<file path="src/rtl/core/bdb_pkg.sv">
// Shared types and constants of the byte device bank.
`default_nettype none

package bdb_pkg;

    localparam int CMD_W       = 2;
    localparam int ADDR_W      = 5;
    localparam int DATA_W      = 8;
    localparam int DEV_W       = 4;
    localparam int ELAPSED_W   = 16;
    localparam int DUR_W       = 16;
    localparam int CFG_INDEX_W = 3;
    localparam int CFG_DATA_W  = 64;

    localparam int DEVS_PER_GROUP = 4;

    localparam int QUEUE_DEPTH = 2;
    localparam int QPTR_W      = $clog2(QUEUE_DEPTH);
    localparam int QCNT_W      = $clog2(QUEUE_DEPTH + 1);

    // status byte layout
    localparam int STAT_IE_POS  = 0;
    localparam int STAT_DA_POS  = 2;
    localparam int STAT_OVF_POS = 3;

    localparam logic [DATA_W-1:0] IE_BIT = 8'h01;

    typedef enum logic [CMD_W-1:0] {
        CMD_READ   = 2'd0,
        CMD_WRITE  = 2'd1,
        CMD_TICK   = 2'd2,
        CMD_ARRIVE = 2'd3
    } t_cmd;

    typedef enum logic [CFG_INDEX_W-1:0] {
        CFG_DIRECTION = 3'd0,
        CFG_TIME_A    = 3'd1,
        CFG_TIME_B    = 3'd2,
        CFG_TIME_C    = 3'd3,
        CFG_TIME_D    = 3'd4
    } t_cfg_reg;

    typedef struct packed {
        logic                   we;
        logic [CFG_INDEX_W-1:0] index;
        logic [CFG_DATA_W-1:0]  data;
    } t_cfg_wr;

    // classified item as it travels from front to back
    typedef struct packed {
        t_cmd                 cmd;
        logic [DEV_W-1:0]     dev;
        logic                 is_status;
        logic                 dev_ok;
        logic [DATA_W-1:0]    data;
        logic [ELAPSED_W-1:0] elapsed;
        logic                 gie;
    } t_op;

    typedef struct packed {
        logic [DATA_W-1:0] read_data;
        logic              irq_valid;
        logic [DEV_W-1:0]  irq_device;
        logic              last;
    } t_result;

endpackage

`default_nettype wire

</file>
<file path="src/rtl/core/bdb_in_if.sv">
// Input item channel of the byte device bank.
`default_nettype none

interface bdb_in_if;
    import bdb_pkg::*;

    logic                 valid;
    logic                 ready;
    logic [CMD_W-1:0]     cmd;
    logic [ADDR_W-1:0]    address;
    logic [DATA_W-1:0]    write_data;
    logic [DEV_W-1:0]     arrival_device;
    logic [DATA_W-1:0]    arrival_byte;
    logic [ELAPSED_W-1:0] elapsed;
    logic                 global_enable;

    modport source (
        output valid, cmd, address, write_data, arrival_device, arrival_byte,
               elapsed, global_enable,
        input  ready
    );

    modport sink (
        input  valid, cmd, address, write_data, arrival_device, arrival_byte,
               elapsed, global_enable,
        output ready
    );
endinterface

`default_nettype wire

</file>
<file path="src/rtl/core/bdb_out_if.sv">
// Result item channel of the byte device bank.
`default_nettype none

interface bdb_out_if;
    import bdb_pkg::*;

    logic              valid;
    logic              ready;
    logic [DATA_W-1:0] read_data;
    logic              irq_valid;
    logic [DEV_W-1:0]  irq_device;
    logic              last;

    modport source (
        output valid, read_data, irq_valid, irq_device, last,
        input  ready
    );

    modport sink (
        input  valid, read_data, irq_valid, irq_device, last,
        output ready
    );
endinterface

`default_nettype wire

</file>
<file path="src/rtl/core/bdb_front.sv">
// Front end: accepts input items and classifies them into queue entries.
`default_nettype none

module bdb_front #(
    parameter int DEVICE_COUNT = 16
) (
    bdb_in_if.sink         i_item,
    input  logic           i_full,
    output logic           o_push,
    output bdb_pkg::t_op   o_op
);
    import bdb_pkg::*;

    logic [DEV_W-1:0] dev;

    assign i_item.ready = !i_full;
    assign o_push       = i_item.valid && !i_full;

    always_comb begin
        o_op         = '0;
        o_op.cmd     = t_cmd'(i_item.cmd);
        o_op.elapsed = i_item.elapsed;
        o_op.gie     = i_item.global_enable;
        case (t_cmd'(i_item.cmd))
            CMD_ARRIVE: begin
                dev            = i_item.arrival_device;
                o_op.data      = i_item.arrival_byte;
                o_op.is_status = 1'b0;
            end
            default: begin
                dev            = i_item.address[ADDR_W-1:1];
                o_op.data      = i_item.write_data;
                o_op.is_status = !i_item.address[0];
            end
        endcase
        o_op.dev    = dev;
        o_op.dev_ok = ({1'b0, dev} < (DEV_W + 1)'(DEVICE_COUNT));
    end

endmodule

`default_nettype wire

</file>
<file path="src/rtl/core/bdb_queue.sv">
// Short queue of classified items between front and back.
`default_nettype none

module bdb_queue (
    input  logic         i_clk,
    input  logic         i_rst_n,
    input  logic         i_push,
    input  bdb_pkg::t_op i_data,
    output logic         o_full,
    output logic         o_valid,
    output bdb_pkg::t_op o_data,
    input  logic         i_pop
);
    import bdb_pkg::*;

    t_op               r_mem [QUEUE_DEPTH];
    logic [QPTR_W-1:0] r_wptr;
    logic [QPTR_W-1:0] r_rptr;
    logic [QCNT_W-1:0] r_count;

    function automatic logic [QPTR_W-1:0] f_next(input logic [QPTR_W-1:0] p);
        logic [QPTR_W-1:0] n;
        if (p == QPTR_W'(QUEUE_DEPTH - 1)) begin
            n = '0;
        end else begin
            n = p + QPTR_W'(1);
        end
        return n;
    endfunction

    assign o_full  = (r_count == QCNT_W'(QUEUE_DEPTH));
    assign o_valid = (r_count != '0);
    assign o_data  = r_mem[r_rptr];

    always_ff @(posedge i_clk) begin
        if (i_push) begin
            r_mem[r_wptr] <= i_data;
        end
    end

    always_ff @(posedge i_clk) begin
        if (!i_rst_n) begin
            r_wptr  <= '0;
            r_rptr  <= '0;
            r_count <= '0;
        end else begin
            if (i_push) begin
                r_wptr <= f_next(r_wptr);
            end
            if (i_pop) begin
                r_rptr <= f_next(r_rptr);
            end
            if (i_push && !i_pop) begin
                r_count <= r_count + QCNT_W'(1);
            end else if (!i_push && i_pop) begin
                r_count <= r_count - QCNT_W'(1);
            end
        end
    end

`ifndef SYNTHESIS
    a_no_overfill: assert property (@(posedge i_clk) disable iff (!i_rst_n)
        i_push |-> (r_count != QCNT_W'(QUEUE_DEPTH)))
        else $error("queue push while full");
    a_no_underrun: assert property (@(posedge i_clk) disable iff (!i_rst_n)
        i_pop |-> (r_count != '0))
        else $error("queue pop while empty");
    a_count_bound: assert property (@(posedge i_clk) disable iff (!i_rst_n)
        r_count <= QCNT_W'(QUEUE_DEPTH))
        else $error("queue count beyond depth");
`endif

endmodule

`default_nettype wire

</file>
<file path="src/rtl/core/bdb_back.sv">
// Back end: device state, configuration registers and result register.
`default_nettype none

module bdb_back #(
    parameter int DEVICE_COUNT = 16,
    parameter int TIME_WIDTH   = 16
) (
    input  logic             i_clk,
    input  logic             i_rst_n,
    input  bdb_pkg::t_cfg_wr i_cfg,
    input  bdb_pkg::t_op     i_op,
    input  logic             i_op_valid,
    output logic             o_pop,
    bdb_out_if.source        o_result
);
    import bdb_pkg::*;

    localparam int CMP_W = (TIME_WIDTH > ELAPSED_W) ? TIME_WIDTH : ELAPSED_W;

    // configuration
    logic [DEVICE_COUNT-1:0] r_dir;
    logic [TIME_WIDTH-1:0]   r_dur [DEVICE_COUNT];

    // device state
    logic [DEVICE_COUNT-1:0] r_ie,   n_ie;
    logic [DEVICE_COUNT-1:0] r_da,   n_da;
    logic [DEVICE_COUNT-1:0] r_ovf,  n_ovf;
    logic [DEVICE_COUNT-1:0] r_busy, n_busy;
    logic [DATA_W-1:0]       r_data [DEVICE_COUNT];
    logic [DATA_W-1:0]       n_data [DEVICE_COUNT];
    logic [TIME_WIDTH-1:0]   r_tl   [DEVICE_COUNT];
    logic [TIME_WIDTH-1:0]   n_tl   [DEVICE_COUNT];

    // interrupts of a tick still to be sent
    logic [DEVICE_COUNT-1:0] r_pend, n_pend;

    t_result r_out, n_out;
    logic    r_out_valid, n_out_valid;

    logic                    can_load;
    logic                    emit_pend;
    logic                    exec;
    logic [DEVICE_COUNT-1:0] sel;
    logic [TIME_WIDTH-1:0]   tl_dec [DEVICE_COUNT];
    logic [DEVICE_COUNT-1:0] fin;
    logic [DEVICE_COUNT-1:0] tick_irq;
    logic [DEVICE_COUNT-1:0] pick_src;
    logic [DEVICE_COUNT-1:0] pick_first;
    logic [DEVICE_COUNT-1:0] pick_rest;
    logic [DEV_W-1:0]        pick_idx;

    assign can_load  = !r_out_valid || o_result.ready;
    assign emit_pend = can_load && (r_pend != '0);
    assign exec      = can_load && (r_pend == '0) && i_op_valid;
    assign o_pop     = exec;

    // per-device countdown and completion for a tick
    always_comb begin
        for (int d = 0; d < DEVICE_COUNT; d++) begin
            sel[d] = i_op.dev_ok && (i_op.dev == DEV_W'(d));
            if (CMP_W'(r_tl[d]) > CMP_W'(i_op.elapsed)) begin
                tl_dec[d] = TIME_WIDTH'(CMP_W'(r_tl[d]) - CMP_W'(i_op.elapsed));
            end else begin
                tl_dec[d] = '0;
            end
            fin[d]      = r_busy[d] && (tl_dec[d] == '0);
            tick_irq[d] = fin[d] && r_ie[d] && i_op.gie;
        end
    end

    // lowest interrupting device first
    always_comb begin
        pick_src   = emit_pend ? r_pend : tick_irq;
        pick_first = pick_src & (~pick_src + DEVICE_COUNT'(1));
        pick_rest  = pick_src & ~pick_first;
        pick_idx   = '0;
        for (int d = DEVICE_COUNT - 1; d >= 0; d--) begin
            if (pick_src[d]) begin
                pick_idx = DEV_W'(d);
            end
        end
    end

    always_comb begin
        n_ie        = r_ie;
        n_da        = r_da;
        n_ovf       = r_ovf;
        n_busy      = r_busy;
        n_data      = r_data;
        n_tl        = r_tl;
        n_pend      = r_pend;
        n_out       = r_out;
        n_out_valid = r_out_valid && !o_result.ready;

        if (emit_pend) begin
            n_out            = '0;
            n_out.irq_valid  = 1'b1;
            n_out.irq_device = pick_idx;
            n_out.last       = (pick_rest == '0);
            n_out_valid      = 1'b1;
            n_pend           = pick_rest;
        end else if (exec) begin
            n_out       = '0;
            n_out.last  = 1'b1;
            n_out_valid = 1'b1;
            case (i_op.cmd)
                CMD_READ: begin
                    for (int d = 0; d < DEVICE_COUNT; d++) begin
                        if (sel[d]) begin
                            if (i_op.is_status) begin
                                n_out.read_data[STAT_IE_POS]  = r_ie[d];
                                n_out.read_data[STAT_DA_POS]  = r_da[d];
                                n_out.read_data[STAT_OVF_POS] = r_ovf[d];
                            end else if (r_dir[d]) begin
                                n_out.read_data = r_data[d];
                                n_da[d]         = 1'b0;
                                n_ovf[d]        = 1'b0;
                            end
                        end
                    end
                end
                CMD_WRITE: begin
                    for (int d = 0; d < DEVICE_COUNT; d++) begin
                        if (sel[d]) begin
                            if (i_op.is_status) begin
                                n_ie[d] = ((i_op.data & IE_BIT) != '0);
                            end else if (!r_dir[d]) begin
                                if (r_da[d]) begin
                                    n_ovf[d] = 1'b1;
                                end
                                n_da[d]   = 1'b1;
                                n_data[d] = i_op.data;
                                n_tl[d]   = r_dur[d];
                                n_busy[d] = 1'b1;
                            end
                        end
                    end
                end
                CMD_ARRIVE: begin
                    for (int d = 0; d < DEVICE_COUNT; d++) begin
                        if (sel[d]) begin
                            if (r_da[d]) begin
                                n_ovf[d] = 1'b1;
                            end
                            n_da[d]   = 1'b1;
                            n_data[d] = i_op.data;
                            if (r_ie[d] && i_op.gie) begin
                                n_out.irq_valid  = 1'b1;
                                n_out.irq_device = i_op.dev;
                            end
                        end
                    end
                end
                CMD_TICK: begin
                    for (int d = 0; d < DEVICE_COUNT; d++) begin
                        if (r_busy[d]) begin
                            n_tl[d] = tl_dec[d];
                        end
                        if (fin[d]) begin
                            n_da[d]   = 1'b0;
                            n_busy[d] = 1'b0;
                        end
                        if (tick_irq[d]) begin
                            n_ie[d] = 1'b0;
                        end
                    end
                    // send the first interrupt now, hold the rest
                    if (tick_irq != '0) begin
                        n_out.irq_valid  = 1'b1;
                        n_out.irq_device = pick_idx;
                        n_out.last       = (pick_rest == '0);
                        n_pend           = pick_rest;
                    end
                end
                default: begin
                    n_out_valid = 1'b1;
                end
            endcase
        end
    end

    always_ff @(posedge i_clk) begin
        if (!i_rst_n) begin
            r_dir <= '0;
            for (int d = 0; d < DEVICE_COUNT; d++) begin
                r_dur[d] <= '0;
            end
        end else if (i_cfg.we) begin
            if (i_cfg.index == CFG_DIRECTION) begin
                r_dir <= i_cfg.data[DEVICE_COUNT-1:0];
            end
            for (int d = 0; d < DEVICE_COUNT; d++) begin
                if (i_cfg.index == CFG_INDEX_W'(CFG_TIME_A + d / DEVS_PER_GROUP)) begin
                    r_dur[d] <= TIME_WIDTH'(
                        i_cfg.data[DUR_W * (d % DEVS_PER_GROUP) +: DUR_W]);
                end
            end
        end
    end

    always_ff @(posedge i_clk) begin
        if (!i_rst_n) begin
            r_ie        <= '0;
            r_da        <= '0;
            r_ovf       <= '0;
            r_busy      <= '0;
            r_pend      <= '0;
            r_out_valid <= 1'b0;
            for (int d = 0; d < DEVICE_COUNT; d++) begin
                r_data[d] <= '0;
                r_tl[d]   <= '0;
            end
        end else begin
            r_ie        <= n_ie;
            r_da        <= n_da;
            r_ovf       <= n_ovf;
            r_busy      <= n_busy;
            r_pend      <= n_pend;
            r_out_valid <= n_out_valid;
            r_data      <= n_data;
            r_tl        <= n_tl;
        end
    end

    always_ff @(posedge i_clk) begin
        r_out <= n_out;
    end

    assign o_result.valid      = r_out_valid;
    assign o_result.read_data  = r_out.read_data;
    assign o_result.irq_valid  = r_out.irq_valid;
    assign o_result.irq_device = r_out.irq_device;
    assign o_result.last       = r_out.last;

`ifndef SYNTHESIS
    a_pend_has_out: assert property (@(posedge i_clk) disable iff (!i_rst_n)
        (r_pend != '0) |-> r_out_valid)
        else $error("pending interrupts without a result on the output");
    a_not_last_pend: assert property (@(posedge i_clk) disable iff (!i_rst_n)
        (r_out_valid && !r_out.last) |-> (r_pend != '0))
        else $error("result not marked last but nothing left to send");
    a_quiet_dev_zero: assert property (@(posedge i_clk) disable iff (!i_rst_n)
        (r_out_valid && !r_out.irq_valid) |-> (r_out.irq_device == '0))
        else $error("device number on a result without interrupt");
`endif

endmodule

`default_nettype wire

</file>
<file path="src/rtl/core/byte_device_bank_with_interrupts.sv">
// Top level of the byte device bank with interrupts.
`default_nettype none

// Bank of up to 16 byte devices on a 32-address bus (even address status,
// odd address data) with per-device output timers and interrupt requests.
// Items enter a two-entry queue after classification; the back end executes
// one queued item per cycle whenever its output register is free or being
// taken. Bus reads, bus writes and arrivals give one result each; a tick
// gives one result per device that finishes with an interrupt (at least
// one), emitted in rising device order, and the back end takes no new item
// until the last of those results is loaded. An accepted item is registered
// in the queue and its result in the output register. Configuration writes
// take effect on the edge they are presented; the user must make them only
// while idle, and the block itself does not enforce this.
module byte_device_bank_with_interrupts #(
    parameter int DEVICE_COUNT = 16,
    parameter int TIME_WIDTH   = 16
) (
    input  logic                            i_clk,
    input  logic                            i_rst_n,
    bdb_in_if.sink                          i_item,
    bdb_out_if.source                       o_result,
    input  logic                            i_cfg_we,
    input  logic [bdb_pkg::CFG_INDEX_W-1:0] i_cfg_index,
    input  logic [bdb_pkg::CFG_DATA_W-1:0]  i_cfg_data
);
    import bdb_pkg::*;

    t_cfg_wr cfg;
    t_op     push_op;
    t_op     head_op;
    logic    push;
    logic    full;
    logic    head_valid;
    logic    pop;

    assign cfg.we    = i_cfg_we;
    assign cfg.index = i_cfg_index;
    assign cfg.data  = i_cfg_data;

    bdb_front #(
        .DEVICE_COUNT (DEVICE_COUNT)
    ) u_front (
        .i_item (i_item),
        .i_full (full),
        .o_push (push),
        .o_op   (push_op)
    );

    bdb_queue u_queue (
        .i_clk   (i_clk),
        .i_rst_n (i_rst_n),
        .i_push  (push),
        .i_data  (push_op),
        .o_full  (full),
        .o_valid (head_valid),
        .o_data  (head_op),
        .i_pop   (pop)
    );

    bdb_back #(
        .DEVICE_COUNT (DEVICE_COUNT),
        .TIME_WIDTH   (TIME_WIDTH)
    ) u_back (
        .i_clk      (i_clk),
        .i_rst_n    (i_rst_n),
        .i_cfg      (cfg),
        .i_op       (head_op),
        .i_op_valid (head_valid),
        .o_pop      (pop),
        .o_result   (o_result)
    );

endmodule

`default_nettype wire
</file>
<file path="src/flat_wrapper.sv">
// flat-port wrapper written by rule: the top's interface ports become plain ports
module byte_device_bank_with_interrupts_flat import bdb_pkg::*;
#(
    parameter int DEVICE_COUNT = 16,
    parameter int TIME_WIDTH   = 16
)
  (i_clk, i_rst_n, i_cfg_we, i_cfg_index, i_cfg_data, i_item_valid, i_item_cmd, i_item_address, i_item_write_data, i_item_arrival_device, i_item_arrival_byte, i_item_elapsed, i_item_global_enable, i_item_ready, o_result_valid, o_result_read_data, o_result_irq_valid, o_result_irq_device, o_result_last, o_result_ready);
  bdb_in_if i_item_i ();
  bdb_out_if o_result_i ();
  input  logic i_clk;
  input  logic i_rst_n;
  input  logic i_cfg_we;
  input  logic [bdb_pkg::CFG_INDEX_W-1:0] i_cfg_index;
  input  logic [bdb_pkg::CFG_DATA_W-1:0] i_cfg_data;
  input wire logic [$bits(i_item_i.valid)-1:0] i_item_valid;
  input wire logic [$bits(i_item_i.cmd)-1:0] i_item_cmd;
  input wire logic [$bits(i_item_i.address)-1:0] i_item_address;
  input wire logic [$bits(i_item_i.write_data)-1:0] i_item_write_data;
  input wire logic [$bits(i_item_i.arrival_device)-1:0] i_item_arrival_device;
  input wire logic [$bits(i_item_i.arrival_byte)-1:0] i_item_arrival_byte;
  input wire logic [$bits(i_item_i.elapsed)-1:0] i_item_elapsed;
  input wire logic [$bits(i_item_i.global_enable)-1:0] i_item_global_enable;
  output wire logic [$bits(i_item_i.ready)-1:0] i_item_ready;
  output wire logic [$bits(o_result_i.valid)-1:0] o_result_valid;
  output wire logic [$bits(o_result_i.read_data)-1:0] o_result_read_data;
  output wire logic [$bits(o_result_i.irq_valid)-1:0] o_result_irq_valid;
  output wire logic [$bits(o_result_i.irq_device)-1:0] o_result_irq_device;
  output wire logic [$bits(o_result_i.last)-1:0] o_result_last;
  input wire logic [$bits(o_result_i.ready)-1:0] o_result_ready;
  assign i_item_i.valid = i_item_valid;
  assign i_item_i.cmd = i_item_cmd;
  assign i_item_i.address = i_item_address;
  assign i_item_i.write_data = i_item_write_data;
  assign i_item_i.arrival_device = i_item_arrival_device;
  assign i_item_i.arrival_byte = i_item_arrival_byte;
  assign i_item_i.elapsed = i_item_elapsed;
  assign i_item_i.global_enable = i_item_global_enable;
  assign i_item_ready = i_item_i.ready;
  assign o_result_valid = o_result_i.valid;
  assign o_result_read_data = o_result_i.read_data;
  assign o_result_irq_valid = o_result_i.irq_valid;
  assign o_result_irq_device = o_result_i.irq_device;
  assign o_result_last = o_result_i.last;
  assign o_result_i.ready = o_result_ready;
  byte_device_bank_with_interrupts #(.DEVICE_COUNT(DEVICE_COUNT), .TIME_WIDTH(TIME_WIDTH)) u_core (.i_clk(i_clk), .i_rst_n(i_rst_n), .i_item(i_item_i), .o_result(o_result_i), .i_cfg_we(i_cfg_we), .i_cfg_index(i_cfg_index), .i_cfg_data(i_cfg_data));
endmodule
</file>
<file path="config.mk">
export PLATFORM = sky130hd
export DESIGN_NAME = byte_device_bank_with_interrupts_flat
export DESIGN_NICKNAME = d
export VERILOG_FILES = /design/src/rtl/core/bdb_pkg.sv /design/src/rtl/core/bdb_in_if.sv /design/src/rtl/core/bdb_out_if.sv /design/src/rtl/core/bdb_front.sv /design/src/rtl/core/bdb_queue.sv /design/src/rtl/core/bdb_back.sv /design/src/rtl/core/byte_device_bank_with_interrupts.sv /design/src/flat_wrapper.sv
export SDC_FILE = /design/constraint.sdc
export NUM_CORES = 2
export LEC_CHECK = 0
export ABC_AREA = 1
export BUFFER_PORTS_ARGS = -buffer_cell sky130_fd_sc_hd__clkbuf_2
export CAP_MARGIN = 15
export CORE_MARGIN = 2
export CORE_UTILIZATION = 30
export CTS_CLUSTER_DIAMETER = 100
export DETAILED_ROUTE_END_ITERATION = 10
export PLACE_DENSITY = 0.56
export SETUP_SLACK_MARGIN = 0.15
export SLEW_MARGIN = 20
export SYNTH_ARGS = -nofsm -noshare
export SYNTH_HDL_FRONTEND = slang
export SYNTH_SLANG_ARGS = --single-unit
</file>
<file path="constraint.sdc">
create_clock -name i_clk -period 15.05 [get_ports i_clk]
set_input_delay 0.7525 -clock i_clk [delete_from_list [all_inputs] [get_ports i_clk]]
set_output_delay 0.7525 -clock i_clk [all_outputs]
set_load 0.01 [all_outputs]
</file>
# --- After elaboration in Yosys (flattened, before gate mapping) ---
# Memory sizes are Yosys's and may differ from the RTL's. A register that Yosys moved wholly into a read port is not among the register bits.
# Cells that the tools add are included.
op_classes:
  n_lt_le_gt_ge: 16
  n_reduce_logical: 223
  n_mux: 637
  n_addsub: 21
  bitwise_logic: 21
  n_eq_ne: 155
op_table:
  columns: ["cell", "count"]
  rows:
  - ["16-bit 2-to-1 mux", 101]
  - ["8-bit 2-to-1 mux", 125]
  - ["256-bit case mux with 2 select lines", 1]
  - ["7-bit AND reduction", 48]
  - ["10-bit AND reduction", 32]
  - ["1-bit 2-to-1 mux", 300]
  - ["16-bit zero test", 18]
  - ["5-bit 2-to-1 mux", 52]
  - ["2-bit != test, second input constant", 130]
  - ["16-bit greater-than comparator", 16]
  - ["128-bit case mux with 2 select lines", 1]
  - ["16-bit subtractor", 16]
  - ["4-bit 2-to-1 mux", 33]
  - ["6-bit AND reduction", 16]
  - ["1-bit logical AND", 71]
  - ["16-bit case mux with 2 select lines", 2]
  - ["16-bit case mux with 4 select lines", 1]
  - ["16-bit case mux with 3 select lines", 1]
  - ["2-bit 2-to-1 mux", 18]
  - ["16-bit AND", 2]
  - ["4-bit == test, second input constant", 8]
  - ["16-bit NOT", 2]
  - ["16-bit nonzero test", 2]
  - ["16-bit by 1-bit adder with 16-bit output, second input constant", 1]
  - ["26 further kinds", 76]
totals:
  n_memories: 2
  wordCells: 1181
  regBits: 499
  ramBits: 320
  output_inout_bits: 16
mem_list:
  columns: ["name", "depth", "width", "rd", "rd_clocked_by_memory_dff", "write_ports", "line_no", "text"]
  rows:
  - ["u_core.u_back.r_dur", 16, 16, 16, 0, 16, "bdb_back.sv:22", "logic [TIME_WIDTH-1:0] r_dur [DEVICE_COUNT];"]
  - ["u_core.u_queue.r_mem", 2, 32, 1, 1, 1, "bdb_queue.sv:16", "t_op r_mem [QUEUE_DEPTH];"]

# --- Depth between registers and ports, before layout ---
logic_depth:
  word_depth: 76
  depth_mapped: 41
  depth_no_buf: 38

# --- Hierarchy ---
# Synthesis repeated with hierarchy kept, for this count alone.
hier_totals:
  cells_unflattened: 7208
  area_unflattened_um2: 51710.8
by_module_without_submodules:
  columns: ["mod", "instances", "cells_each", "area_each_um2"]
  rows:
  - ["bdb_back", 1, 7005, 48592.9]
  - ["bdb_queue", 1, 138, 2765.2]
  - ["bdb_front", 1, 65, 352.8]

# --- Least setup slack after synthesis ---
# Ideal clock, no wire load.
synth_path:
  path_kind: "register to register"
  startpoint: "register with a tool-made name"
  endpoint: "register u_core.u_back.r_out, in the netlist u_core.u_back.o_result.irq_device[2], data pin"
  required_time_ps: 14794
  t_arrival_ps: 6318
  setup_slack_ps: 8476
  path_stages_with_launch: 30
  path_cell_list: "dfxtp_1 -> buf_4 -> clkbuf_1 -> clkbuf_1 -> mux2i_1 -> fa_1 -> nand2_1 -> nand2_1 -> nand2_1 -> nand2_1 -> nand2_1 -> nand2_2 -> a21oi_2 -> o21ai_2 -> nand2_1 -> buf_6 -> a21oi_1 -> o21ai_1 -> nand3_1 -> nor2_1 -> nand3_1 -> nor2_1 -> nand2_2 -> nand4_1 -> or2_1 -> o21ai_2 -> nand2_4 -> buf_4 -> nand3_1 -> nand2_1"
synth_lines:
  columns: ["element", "line_no", "text"]
  rows:
  - ["end signal: assignment", "bdb_back.sv:226", "r_out <= n_out;"]
  - ["end: declaration", "bdb_back.sv:37", "t_result r_out, n_out;"]

==> results.md <==
* Kind of critical path: reg -> reg
* Crit path max fanout at 37
* Placed cells at 9151
* Core Box Area at 0.1676 mm2
* Initial Util at 0.3030
* Final worst path period share at 0.4055
* # H-tree levels at 3
* Worst Tran Pin Value at 1.124 ns
* # setup viols final at 0
* DRC viols at 0
* RSZ-0062 raised after global routing: no
* Outcome: finished, final reports clean
* Largest cells by area after synthesis: dfxtp_1 (19%), edfxtp_1 (19%), nand2_1 (11%), a21oi_1 (8.0%), nor2_1 (6.6%)
* Initial antenna violation count at 6
* Post-synth ARST share at 0
* Routed length per instance at 19.65 um
* Area share of the largest cell type after synthesis at 0.1947
* Final Critical Period at 6.102 ns
* Crit-path max cell delay at 0.59 ns
* CTS Sinks at 819
* Layout area overhead at 12.63%
* Die Wd at 415.4 um
* Setup bufs post-CTS at 0
* Worst vdd ir at 0.09897 mV
* Die Footprint at 0.1726 mm2
* Power density cells at 161.7 mW/mm2
* Pre-CTS setup slack at 9.045 ns
* Critical Path AT at 6.70 ns
* RD Place Congestion at 0.9294
* Vias in the first global route at 45500
* Post-synthesis instance area at 0.05078 mm2
* Hold Fails Final Rpt at 0
* CTS tree: done
* Fill count at 17970
* Final Non-Filler Cells at 9336
* Maximum clock path buffer count at 3
* Commonest non-fill, non-tap cell in the layout: nand2_1
* Synth cell types at 68
* Global-route wire length before repair at 277.1 mm
* Total number of vias at 48410
* Final core utilization at 0.3413
* Detail Route Antenna Nets at 0
* Ports at 132
* Synth Register Bits at 819
* Clock-pin slew on the worst setup and hold paths at 0.06 ns
* Hold Path Class: in -> reg
* Vias per cell at 5.185
* Total gr overflow at 0
* PostCTS Resize Cnt at 0
* FF+latch area at 0.01965 mm2
* Largest net degree at the start of global routing at 160
* F_max at 163.9 MHz
* Layout Skew at 0.05291 ns
* Synth Instances at 7011
* Critical Path Start Type: flop
* Port buffer count at 131
* Share of layout cells above drive strength 1 at 0.07909
* Largest area contributor in the synthesized netlist: dfxtp_1
* Fin Setup TNS at 0 ns
* Number of max-cap violations at 0
* Leakage power at 0.02406 uW
* Worst path required time at 15.65 ns
* Multi-input logic area at 0.02749 mm2
* Top FF cell, synth: dfxtp_1
* Worst-Skew Late Latency at 0.74 ns
* Final net count at 7440
* Post-synthesis sequential area ratio at 0.3869
* Slowest CP cell: buf_4
* Mean Syn Cell Area at 7.243 um2
* Row count at 150
* CTS Buf Count at 97
* CP most frequent cell: nand2_1
* Slew margin rel. at 0.2508
* Hold-fix buffers at CTS at 0
* CP Capture Type: flop
* Slew Limit Fails at 0
* DP Wirelength at 130.6 mm
* Syn. warnings at 0
* All-layer global routing usage at 0.2056
* Most frequent cells in the layout: nand2_1 (1468), nor2_1 (894), a21oi_1 (816), inv_1 (731), o21ai_0 (553)
* Net Count, Synth at 7404
* Routed wire length at 183.5 mm
* Drt first pass iters at 6
* Iteration-0 DRC Markers at 4161
* EDFF count, synth at 325
* CTS Root Cell: clkbuf_16
* DIE HEIGHT at 415.4 um
* Worst Slack Setup Final at 8.948 ns
==> metrics by stage <==
stage / total power, uW / area (um2) / hold WS (ns)
finish: 9249 / 57200 / 0.2028
global route: 9829 / 57190 / 0.1901
CTS: 9250 / 57160 / 0.1540
detailed placement: 6831 / 53950 / 0.4354
global placement: 6829 / 53950 / 0.4304
floorplan: 5501 / 50780 / 0.4200
==> cell type report <==
class | instances | share of cell area
clock inverter | 49 | 0.009209
tap | 2204 | 0.04821
multi-input combinational | 5177 | 0.4807
clock buffer | 134 | 0.04683
sequential | 819 | 0.3435
inverter | 742 | 0.04893
antenna | 1 | 0.00004375
timing repair buffer | 210 | 0.02255
==> registers in the layout, summed over array words and instances, names as in the netlist, 2 cells and up, named ones only <==
signal,count
u_core.u_back.o_result.irq_device,4
u_core.u_back.r_tl,256
u_core.u_back.r_ie,16
u_core.u_back.r_da,16
u_core.u_back.r_dur,256
u_core.u_back.r_dir,16
u_core.u_back.r_busy,16
u_core.u_back.r_ovf,16
u_core.u_queue.r_count,2
u_core.u_queue.r_mem,64
u_core.u_back.o_result.read_data,8
u_core.u_back.r_data,128
u_core.u_back.r_pend,15
==> per-layer routing <==
metal | track usage | up-vias | wire [um]
met5 | 0 | - | 39
met4 | 0.06978 | 6 | 6124
met3 | 0.02435 | 275 | 10250
met2 | 0.3291 | 1447 | 81560
met1 | 0.2858 | 22940 | 85500
li1 | - | 23740 | -
==> cell families (layout without fill, tap and decap cells) <==
| family | count (synthesis) | after routing | share of synthesized area |
|---|---|---|---|
| flops | 819 | 819 | 0.3869 |
| simple gates | 2982 | 2982 | 0.2451 |
| mux | 17 | 17 | 0.003351 |
| fa+ha+maj | 277 | 277 | 0.07061 |
| compound gates | 1817 | 1817 | 0.2017 |
| other cells | 0 | 1 | 0 |
| xor+xnor | 84 | 84 | 0.01449 |
| buf+inv | 1015 | 1135 | 0.07776 |
==> path summary, 6_finish.rpt <==
| kind | from | endpoint | slack [ns] | depth (start not counted) |
|---|---|---|---|---|
| setup / recovery | flop | u_core.u_back.r_pend[3] | 8.95 | 30 |
| hold / removal | i_item_elapsed[15] | u_core.u_queue.r_mem[0][16] | 0.20 | 1 |
| setup reg to reg | flop | u_core.u_back.r_pend[3] | 8.95 | 30 |
| hold reg to reg | u_core.u_back.r_data[103] | u_core.u_back.r_data[103] | 0.44 | 2 |
==> worst max-delay path: cells and delay by family (launching register included) <==
kind,cells,cell delay [ns]
adder cells (fa/ha/maj),2,0.73
AO/OA/AOI/OAI,2,0.29
buffers and inverters,4,1.35
AND/OR/NAND/NOR,22,3.19
flip-flops,1,0.32
==> power by group <==
| group | total (uW) | leakage (uW) | switching, uW | internal [uW] |
|---|---|---|---|---|
| Clock | 2400 | 0.00156 | 1040 | 1360 |
| Combinational | 4080 | 0.0154 | 2940 | 1140 |
| Sequential | 2770 | 0.00713 | 158 | 2610 |
==> cells in the mapped netlist, drive strengths merged, types with 5 or more instances <==
| cell type | instances |
|---|---|
| nand2 | 1512 |
| nor2 | 906 |
| a21oi | 836 |
| inv | 738 |
| o21ai | 614 |
| dfxtp | 494 |
| edfxtp | 325 |
| nand3 | 284 |
| ha | 261 |
| clkbuf | 232 |
| o211ai | 172 |
| nor3 | 104 |
| or2 | 55 |
| xor2 | 54 |
| nand4 | 50 |
| buf | 41 |
| nand3b | 38 |
| a211oi | 35 |
| o21bai | 32 |
| xnor2 | 30 |
| o31ai | 26 |
| nor4 | 21 |
| o2111ai | 18 |
| mux2i | 17 |
| fa | 16 |
| a31oi | 15 |
| o21a | 15 |
| a21o | 14 |
| a221oi | 9 |
| nor3b | 7 |
| o221ai | 7 |
| o311a | 5 |
No activity file was read; power rests on OpenSTA's default activity.
